`config.mk`:
```
export PLATFORM = sky130hd
export DESIGN_NAME = crsf_rc_frame_deframer_unit
export DESIGN_NICKNAME = d
export VERILOG_FILES = /design/src/crsf_pkg.sv /design/src/crsf_body_ram.sv /design/src/crsf_front.sv /design/src/crsf_jobq.sv /design/src/crsf_back.sv /design/src/crsf_rc_frame_deframer_unit.sv
export SDC_FILE = /design/constraint.sdc
export NUM_CORES = 1
export LEC_CHECK = 0
export ABC_AREA = 1
export BUFFER_PORTS_ARGS = -buffer_cell sky130_fd_sc_hd__buf_4
export CORE_MARGIN = 2
export CORE_UTILIZATION = 40
export CTS_BUF_LIST = sky130_fd_sc_hd__clkbuf_4 sky130_fd_sc_hd__clkbuf_8
export DETAILED_ROUTE_END_ITERATION = 6
export MAX_ROUTING_LAYER = met4
export PLACE_DENSITY = 0.53
export SETUP_SLACK_MARGIN = 0.15
export SYNTH_ARGS = -nofsm -noshare
export SYNTH_HDL_FRONTEND = slang
export SYNTH_SLANG_ARGS = --single-unit
```
`constraint.sdc`:
```
create_clock -name clk -period 5.4 [get_ports clk]
set_input_delay 0 -clock clk [delete_from_list [all_inputs] [get_ports clk]]
set_output_delay 0 -clock clk [all_outputs]
set_load 0.01 [all_outputs]
```
`src/crsf_pkg.sv`:
```
// Shared types, constants and CRC function for the CRSF RC frame deframer.
package crsf_pkg;

  localparam int BODY_DEPTH_DEFAULT = 64;

  localparam logic [7:0] ADDR_FC      = 8'hC8;
  localparam logic [7:0] ADDR_RX      = 8'hEC;
  localparam logic [7:0] ADDR_TX      = 8'hEA;
  localparam logic [7:0] RC_TYPE      = 8'h16;
  localparam logic [5:0] RC_LENGTH    = 6'd24;
  localparam logic [7:0] LEN_MIN      = 8'd2;
  localparam logic [7:0] LEN_MAX      = 8'd62;
  localparam logic [7:0] CRC_POLY     = 8'hD5;
  localparam logic [4:0] LAST_INDEX   = 5'd21;

  typedef enum logic [2:0] {
    PH_HUNT = 3'b001,
    PH_LEN  = 3'b010,
    PH_BODY = 3'b100
  } phase_t;

  typedef struct packed {
    logic        bank;
    logic [31:0] total;
  } job_t;

  function automatic logic [7:0] crc8_update(input logic [7:0] crc, input logic [7:0] b);
    logic [7:0] c;
    c = crc ^ b;
    for (int k = 0; k < 8; k++) begin
      if (c[7]) begin
        c = {c[6:0], 1'b0} ^ CRC_POLY;
      end else begin
        c = {c[6:0], 1'b0};
      end
    end
    return c;
  endfunction

endpackage

```
`src/crsf_body_ram.sv`:
```
// Two-bank body byte memory: one write port, one registered read port.
module crsf_body_ram #(
  parameter int BODY_DEPTH = crsf_pkg::BODY_DEPTH_DEFAULT,
  localparam int AW = $clog2(BODY_DEPTH) + 1
) (
  input  logic          clk,
  input  logic          wr_en,
  input  logic [AW-1:0] wr_addr,
  input  logic [7:0]    wr_data,
  input  logic          rd_en,
  input  logic [AW-1:0] rd_addr,
  output logic [7:0]    rd_data
);

  logic [7:0] mem [2**AW];

  always_ff @(posedge clk) begin
    if (wr_en) begin
      mem[wr_addr] <= wr_data;
    end
  end

  always_ff @(posedge clk) begin
    if (rd_en) begin
      rd_data <= mem[rd_addr];
    end
  end

endmodule

```
`src/crsf_front.sv`:
```
// Front end: hunts for frames, checks length and CRC, stores the body, posts jobs.
module crsf_front #(
  parameter int BODY_DEPTH = crsf_pkg::BODY_DEPTH_DEFAULT,
  localparam int AW = $clog2(BODY_DEPTH) + 1
) (
  input  logic                clk,
  input  logic                rst,
  input  logic                in_valid,
  input  logic [7:0]          rx_byte,
  output logic                job_push,
  output crsf_pkg::job_t      job,
  output logic                wr_en,
  output logic [AW-1:0]       wr_addr,
  output logic [7:0]          wr_data
);

  crsf_pkg::phase_t phase, phase_next;
  logic [5:0]  body_length;
  logic [5:0]  body_count;
  logic [7:0]  running_crc;
  logic [7:0]  crc_next;
  logic        type_ok;
  logic        wr_bank;
  logic [31:0] frame_count;
  logic [31:0] frame_count_next;
  logic        is_final;
  logic        frame_good;
  logic        is_addr;
  logic        len_ok;

  always_comb begin
    crc_next         = crsf_pkg::crc8_update(running_crc, rx_byte);
    is_final         = ({1'b0, body_count} + 7'd1) >= {1'b0, body_length};
    is_addr          = (rx_byte == crsf_pkg::ADDR_FC) || (rx_byte == crsf_pkg::ADDR_RX) ||
                       (rx_byte == crsf_pkg::ADDR_TX);
    len_ok           = (rx_byte >= crsf_pkg::LEN_MIN) && (rx_byte <= crsf_pkg::LEN_MAX);
    frame_good       = (rx_byte == running_crc) && type_ok &&
                       (body_length == crsf_pkg::RC_LENGTH);
    frame_count_next = frame_count + 32'd1;
    phase_next       = phase;
    unique case (phase)
      crsf_pkg::PH_HUNT: phase_next = is_addr ? crsf_pkg::PH_LEN : crsf_pkg::PH_HUNT;
      crsf_pkg::PH_LEN:  phase_next = len_ok ? crsf_pkg::PH_BODY : crsf_pkg::PH_HUNT;
      crsf_pkg::PH_BODY: phase_next = is_final ? crsf_pkg::PH_HUNT : crsf_pkg::PH_BODY;
      default:           phase_next = is_addr ? crsf_pkg::PH_LEN : crsf_pkg::PH_HUNT;
    endcase
  end

  assign job_push   = in_valid && (phase == crsf_pkg::PH_BODY) && is_final && frame_good;
  assign job.bank   = wr_bank;
  assign job.total  = frame_count_next;
  assign wr_en      = in_valid && (phase == crsf_pkg::PH_BODY) &&
                      (32'(body_count) < BODY_DEPTH);
  assign wr_addr    = {wr_bank, (AW-1)'(body_count)};
  assign wr_data    = rx_byte;

  always_ff @(posedge clk) begin
    if (rst) begin
      phase       <= crsf_pkg::PH_HUNT;
      body_length <= '0;
      body_count  <= '0;
      running_crc <= '0;
      type_ok     <= 1'b0;
      wr_bank     <= 1'b0;
      frame_count <= '0;
    end else if (in_valid) begin
      phase <= phase_next;
      if (phase == crsf_pkg::PH_LEN && len_ok) begin
        body_length <= rx_byte[5:0];
        body_count  <= '0;
        running_crc <= '0;
      end
      if (phase == crsf_pkg::PH_BODY && !is_final) begin
        running_crc <= crc_next;
        body_count  <= body_count + 6'd1;
        if (body_count == 6'd0) begin
          type_ok <= (rx_byte == crsf_pkg::RC_TYPE);
        end
      end
      if (job_push) begin
        frame_count <= frame_count_next;
        wr_bank     <= ~wr_bank;
      end
    end
  end

endmodule

```
`src/crsf_jobq.sv`:
```
// Two-entry job queue between the front end and the payload emitter.
module crsf_jobq (
  input  logic           clk,
  input  logic           rst,
  input  logic           push,
  input  crsf_pkg::job_t push_job,
  input  logic           pop,
  output crsf_pkg::job_t head,
  output logic           nonempty,
  output logic [1:0]     count
);

  crsf_pkg::job_t slot [2];
  logic           wr_ptr;
  logic           rd_ptr;

  assign head     = slot[rd_ptr];
  assign nonempty = (count != 2'd0);

  always_ff @(posedge clk) begin
    if (push) begin
      slot[wr_ptr] <= push_job;
    end
  end

  always_ff @(posedge clk) begin
    if (rst) begin
      wr_ptr <= 1'b0;
      rd_ptr <= 1'b0;
      count  <= '0;
    end else begin
      if (push) begin
        wr_ptr <= ~wr_ptr;
      end
      if (pop) begin
        rd_ptr <= ~rd_ptr;
      end
      count <= count + {1'b0, push} - {1'b0, pop};
    end
  end

endmodule

```
`src/crsf_back.sv`:
```
// Back end: reads the stored payload of each job and presents it byte by byte.
module crsf_back #(
  parameter int BODY_DEPTH = crsf_pkg::BODY_DEPTH_DEFAULT,
  localparam int AW = $clog2(BODY_DEPTH) + 1
) (
  input  logic           clk,
  input  logic           rst,
  input  crsf_pkg::job_t head,
  input  logic           head_valid,
  output logic           head_pop,
  output logic           active,
  output logic           rd_en,
  output logic [AW-1:0]  rd_addr,
  input  logic [7:0]     rd_data,
  input  logic           pop,
  output logic           empty,
  output logic [7:0]     payload_byte,
  output logic [4:0]     byte_index,
  output logic           last,
  output logic [31:0]    frame_total
);

  crsf_pkg::job_t cur;
  logic [4:0]     idx;
  logic           rd_pend;
  logic [4:0]     pend_idx;
  logic [31:0]    pend_total;
  logic           out_valid;
  logic           load_out;

  assign empty    = !out_valid;
  assign load_out = rd_pend && (!out_valid || pop);
  assign rd_en    = active && (!rd_pend || load_out);
  assign rd_addr  = {cur.bank, (AW-1)'(idx) + (AW-1)'(1)};
  assign head_pop = !active && head_valid;

  always_ff @(posedge clk) begin
    if (head_pop) begin
      cur <= head;
    end
    if (rd_en) begin
      pend_idx   <= idx;
      pend_total <= cur.total;
    end
    if (load_out) begin
      payload_byte <= rd_data;
      byte_index   <= pend_idx;
      last         <= (pend_idx == crsf_pkg::LAST_INDEX);
      frame_total  <= pend_total;
    end
  end

  always_ff @(posedge clk) begin
    if (rst) begin
      active    <= 1'b0;
      idx       <= '0;
      rd_pend   <= 1'b0;
      out_valid <= 1'b0;
    end else begin
      if (head_pop) begin
        active <= 1'b1;
        idx    <= '0;
      end else if (rd_en) begin
        if (idx == crsf_pkg::LAST_INDEX) begin
          active <= 1'b0;
        end else begin
          idx <= idx + 5'd1;
        end
      end
      if (rd_en) begin
        rd_pend <= 1'b1;
      end else if (load_out) begin
        rd_pend <= 1'b0;
      end
      if (load_out) begin
        out_valid <= 1'b1;
      end else if (pop) begin
        out_valid <= 1'b0;
      end
    end
  end

endmodule

```
`src/crsf_rc_frame_deframer_unit.sv`:
```
// Top level of the CRSF RC frame deframer: front end, job queue, body memory, back end.
// Input: one byte per cycle while full is low; full rises while two valid frames are pending.
// Output: valid frames are queued, read from body memory and registered out, then one
//   byte per cycle while pop is held; 22 bytes per frame, paced by the body memory read port.
// Reset: synchronous rst clears parser, queue, emitter and frame count; body memory keeps
//   its contents and needs no clearing pass.
module crsf_rc_frame_deframer_unit #(
  parameter int BODY_DEPTH = crsf_pkg::BODY_DEPTH_DEFAULT
) (
  input  logic        clk,
  input  logic        rst,
  input  logic        push,
  output logic        full,
  input  logic [7:0]  rx_byte,
  input  logic        pop,
  output logic        empty,
  output logic [7:0]  payload_byte,
  output logic [4:0]  byte_index,
  output logic        last,
  output logic [31:0] frame_total
);

  localparam int AW = $clog2(BODY_DEPTH) + 1;

  logic           in_valid;
  logic           job_push;
  crsf_pkg::job_t job;
  crsf_pkg::job_t head;
  logic           head_valid;
  logic           head_pop;
  logic [1:0]     q_count;
  logic           active;
  logic           wr_en;
  logic [AW-1:0]  wr_addr;
  logic [7:0]     wr_data;
  logic           rd_en;
  logic [AW-1:0]  rd_addr;
  logic [7:0]     rd_data;

  assign full     = ({1'b0, q_count} + {2'b00, active}) >= 3'd2;
  assign in_valid = push && !full;

  crsf_front #(.BODY_DEPTH(BODY_DEPTH)) u_front (
    .clk      (clk),
    .rst      (rst),
    .in_valid (in_valid),
    .rx_byte  (rx_byte),
    .job_push (job_push),
    .job      (job),
    .wr_en    (wr_en),
    .wr_addr  (wr_addr),
    .wr_data  (wr_data)
  );

  crsf_jobq u_jobq (
    .clk      (clk),
    .rst      (rst),
    .push     (job_push),
    .push_job (job),
    .pop      (head_pop),
    .head     (head),
    .nonempty (head_valid),
    .count    (q_count)
  );

  crsf_body_ram #(.BODY_DEPTH(BODY_DEPTH)) u_ram (
    .clk     (clk),
    .wr_en   (wr_en),
    .wr_addr (wr_addr),
    .wr_data (wr_data),
    .rd_en   (rd_en),
    .rd_addr (rd_addr),
    .rd_data (rd_data)
  );

  crsf_back #(.BODY_DEPTH(BODY_DEPTH)) u_back (
    .clk          (clk),
    .rst          (rst),
    .head         (head),
    .head_valid   (head_valid),
    .head_pop     (head_pop),
    .active       (active),
    .rd_en        (rd_en),
    .rd_addr      (rd_addr),
    .rd_data      (rd_data),
    .pop          (pop),
    .empty        (empty),
    .payload_byte (payload_byte),
    .byte_index   (byte_index),
    .last         (last),
    .frame_total  (frame_total)
  );

endmodule
```
==> results by group <==
Power
  • Max VDD drop: ~220 uV
  • P_leak: 15.62 nW
  • PD cells: 340.8 nW/um^2

Clock tree
  • CTS resizes: 0
  • CTS sink cnt: roughly 1,000
  • Clock slew at reported path FFs: about 0.070 ns
  • Clk buf depth: 3
  • Clk root buf: clkbuf_8
  • H-tree Lvls: 4
  • CTS buffer count: between 150 and 200
  • Worst-Skew Late Latency: 0.86 ns
  • CTS tree: done

Worst hold path
  • Endpoint, Worst Hold: u_ram.mem[100][4]$_DFFE_PP_
  • Hold WC Path Type: primary input to register
  • Hold path depth: 2
  • Hold path startpoint: rx_byte[4]

Worst setup path
  • Worst reg2reg path depth: 9
  • Crit path cell chain: ha_4 > inv_6 > buf_4 > o21ai_0 > o22ai_1 > nor2_1 > o221ai_1 > nand3_1 > a21boi_1
  • Worst EP required: between 6 and 7 ns
  • Critical path class: register to register
  • CP max-delay cell: dfxtp_4
  • R2R Setup Slk: approximately 1.6 ns
  • Crit. End Element: register
  • Crit path largest cell delay: 0.75 ns
  • Reg2reg end: u_ram.rd_data[5]$_DFFE_PP_
  • Worst r2r src: u_back.idx[0]$_SDFFE_PP0P_
  • Worst Setup Start Kind: register
  • CP max FO: 81
  • WP buf/inv: 2
  • CP top delay family: compound AO/OA/AOI/OAI gates
  • Data arrival, critical path: 4.54 ns

Yosys
  • Syn avg cell area: 12.27 um^2
  • Syn. warnings: 0
  • Synth Cell Area: 40,880 um^2
  • Flops & latches, synth: slightly above 1,000
  • Post-synth EDFFs: between 900 and 1,000
  • Sequential share of the synthesized area: 73.45%
  • Net count after synthesis: 3,359
  • Share of async-settable or async-resettable flops after synthesis: 0%
  • Top_reg_cell synth: edfxtp_1
  • Post-Syn Instances: 3,333
  • Yosys cell types: 49

Timing
  • Tcrit/Tclk final: a little under three quarters
  • Final setup vio count: 0
  • Fmax achieved: 260.9 MHz
  • Worst-Margin Slew: between 1 and 1.5 ns
  • Setup WS post-layout: 1.568 ns
  • Final clock skew: about 0.039 ns
  • Tmin final: 3.832 ns
  • Final setup TNS: 0 ns
  • Final Hold Fails: 0
  • Final Max Slew Viols: 0
  • Slew HR: 21.70%
  • RSZ-0062 raised after global routing: false

Routing
  • Vias per inst: about 5.3
  • Initial drt markers: 2,575
  • Via count: 26,300
  • Drt first pass iters: 5
  • DRC errors left: 0
  • Final ANT Viol Nets: 0
  • Drt wl/cell: 22.01 um
  • Detailed Route WL: 109,300 um

Final layout
  • Layout area overhead: 13.87%
  • Final net count: 3,480
  • Post-route cell area: 46,550 um^2
  • # fillers: 9,352
  • Ratio of cells with drive above 1 in the final layout: approximately an eighth
  • Commonest non-fill, non-tap cell in the layout: edfxtp_1
  • Commonest non-fill, non-tap cells in the layout: edfxtp_1 (954), nor2_1 (582), nand2_1 (451)

Flow run
  • Max-cap violations: 0

Placed design
  • IO Port Bufs: between 50 and 60
  • Post-DP Area: 42,890 um^2
  • HPWL after DPL: 61,990 um
  • GPL Wtd Cong: 0.8248
  • Pre-CTS setup slack: between 1.5 and 2 ns

Global route
  • Initial antenna violation count: 4
  • First-pass GRT wire length: 162,000 um
  • GRT Overall Usage: 21.40%
  • Vias in the first global route: 25,570
  • Largest net degree at the start of global routing: 129
  • GRT overflow: 0

Floorplanning
  • Initial Util: 40.24%
  • Die width: roughly 320 um
  • Core area: 101,600 um^2
  • Rows: 117
  • Die area: 104,800 um^2
  • Die height: 323.7 um
  • Ports: 60

Status
  • Status: completed
flip-flops by register name, indices dropped and copies added (netlist names), 6 cells and up:
name / flops
u_back.cur: 32
u_ram.mem: 764
u_front.body_count: 6
u_ram.rd_data: 8
u_back.pend_total: 32
u_jobq.slot: 66
u_front.body_length: 6
u_back.frame_total: 32
u_back.payload_byte: 8
u_front.frame_count: 32
u_front.running_crc: 8
metal layers:
metal / track usage (%) / share of wire [%] / vias up
li1: - / - / 12310
met1: 28.34 / 44 / 12940
met2: 32.62 / 46 / 808
met3: 4.314 / 6.0 / 240
met4: 8.086 / 3.5 / 0
met5: - / 0 / -
stage by stage:
stage	util (%)	instances	hold slack, ns	power, mW
detailed placement	42.22	4632	0.3203	9.014
global placement	42.22	4632	0.3169	9.013
global route	45.82	4966	0.04194	16.38
floorplan	-	3333	0.09887	8.872
CTS	45.82	4964	0.01761	16.02
finish	45.82	4967	0.06827	15.86
how the worst max path moves through the flow:
stage	slack (ns)	start	to	depth (start not counted)
4_1_cts	1.56	u_back.idx[0]$_SDFFE_PP0P_	u_ram.rd_data[5]$_DFFE_PP_	9
3_5_place_dp	1.54	u_back.idx[0]$_SDFFE_PP0P_	u_ram.rd_data[5]$_DFFE_PP_	9
6_report	1.57	u_back.idx[0]$_SDFFE_PP0P_	u_ram.rd_data[5]$_DFFE_PP_	9
3_3_place_gp	1.61	u_back.idx[0]$_SDFFE_PP0P_	u_ram.rd_data[5]$_DFFE_PP_	9
5_1_grt	1.29	u_front.body_count[0]$_SDFFE_PP0P_	u_jobq.slot[1][17]$_DFFE_PP_	11
2_1_floorplan	1.54	u_front.body_count[0]$_SDFFE_PP0P_	u_jobq.slot[0][0]$_DFFE_PP_	12
layout make-up:
cell class,instances,area (um^2),share of cell area (%)
Timing Repair Buffer,143,1204,2.585
Tap cell,1368,1712,3.677
Clock inverter,64,496.7,1.067
Inverter,102,396.6,0.8520
Sequential cell,1023,30030,64.51
Multi-Input combinational cell,2013,9714,20.87
Antenna cell,3,7.507,0.01613
Clock buffer,251,2992,6.426
power breakdown:
group / switching, mW / internal (mW)
combinational: 0.181 / 0.0425
sequential: 0.000328 / 8.63
clock: 3.18 / 3.83
logic make-up (layout without fill, tap and decap cells):
group,Yosys count,count (layout),share of synthesized area [%]
compound gates,792,792,10.86
flops,1023,1023,73.45
other cells,0,3,0
simple gates,1166,1166,11.34
buf+inv,297,560,3.002
xor+xnor,41,41,0.9151
fa+ha+maj,14,14,0.4285
worst register-to-register path, delay by kind of cell (launching register included):
kind                     cells  cell delay [ns]
buffers and inverters        2             1.08
AO/OA/AOI/OAI                4             0.97
flip-flops                   1             0.75
adder cells (fa/ha/maj)      1             0.51
AND/OR/NAND/NOR              2             0.36
Yosys cell counts, types with 2 or more instances:
cell	number	area (um^2)
xor2_2	2	32.53
dfxtp_1	69	1381
a211oi_1	20	150.1
clkbuf_1	111	416.7
nor2_4	2	22.52
o21ai_1	9	45.04
o21a_1	3	22.52
nand2_1	451	1693
a21boi_1	6	45.04
inv_2	4	15.01
nand3_2	2	20.02
o31ai_1	2	15.01
nor4_1	5	31.28
ha_1	14	175.2
o221ai_1	12	105.1
xor2_1	34	297.8
o22a_1	12	105.1
o21ai_0	444	2222
xnor2_1	5	43.79
nor2_1	585	2196
nor2_2	2	12.51
buf_2	66	330.3
edfxtp_1	954	28650
nand3_1	79	395.4
a221oi_1	2	17.52
buf_1	10	37.54
o211ai_1	28	210.2
nand2_2	3	18.77
o22ai_1	163	1020
o311ai_0	2	17.52
a21oi_1	83	415.4
nand4_1	17	106.4
nor3_1	13	65.06
buf_4	8	60.06
inv_1	97	364.1
timing repair:
action	4_1_cts	5_1_grt
hold buffers	17	0
hold endpoints to repair	314	0
setup buffers	0	0
Power figures use the tool's default switching activity.
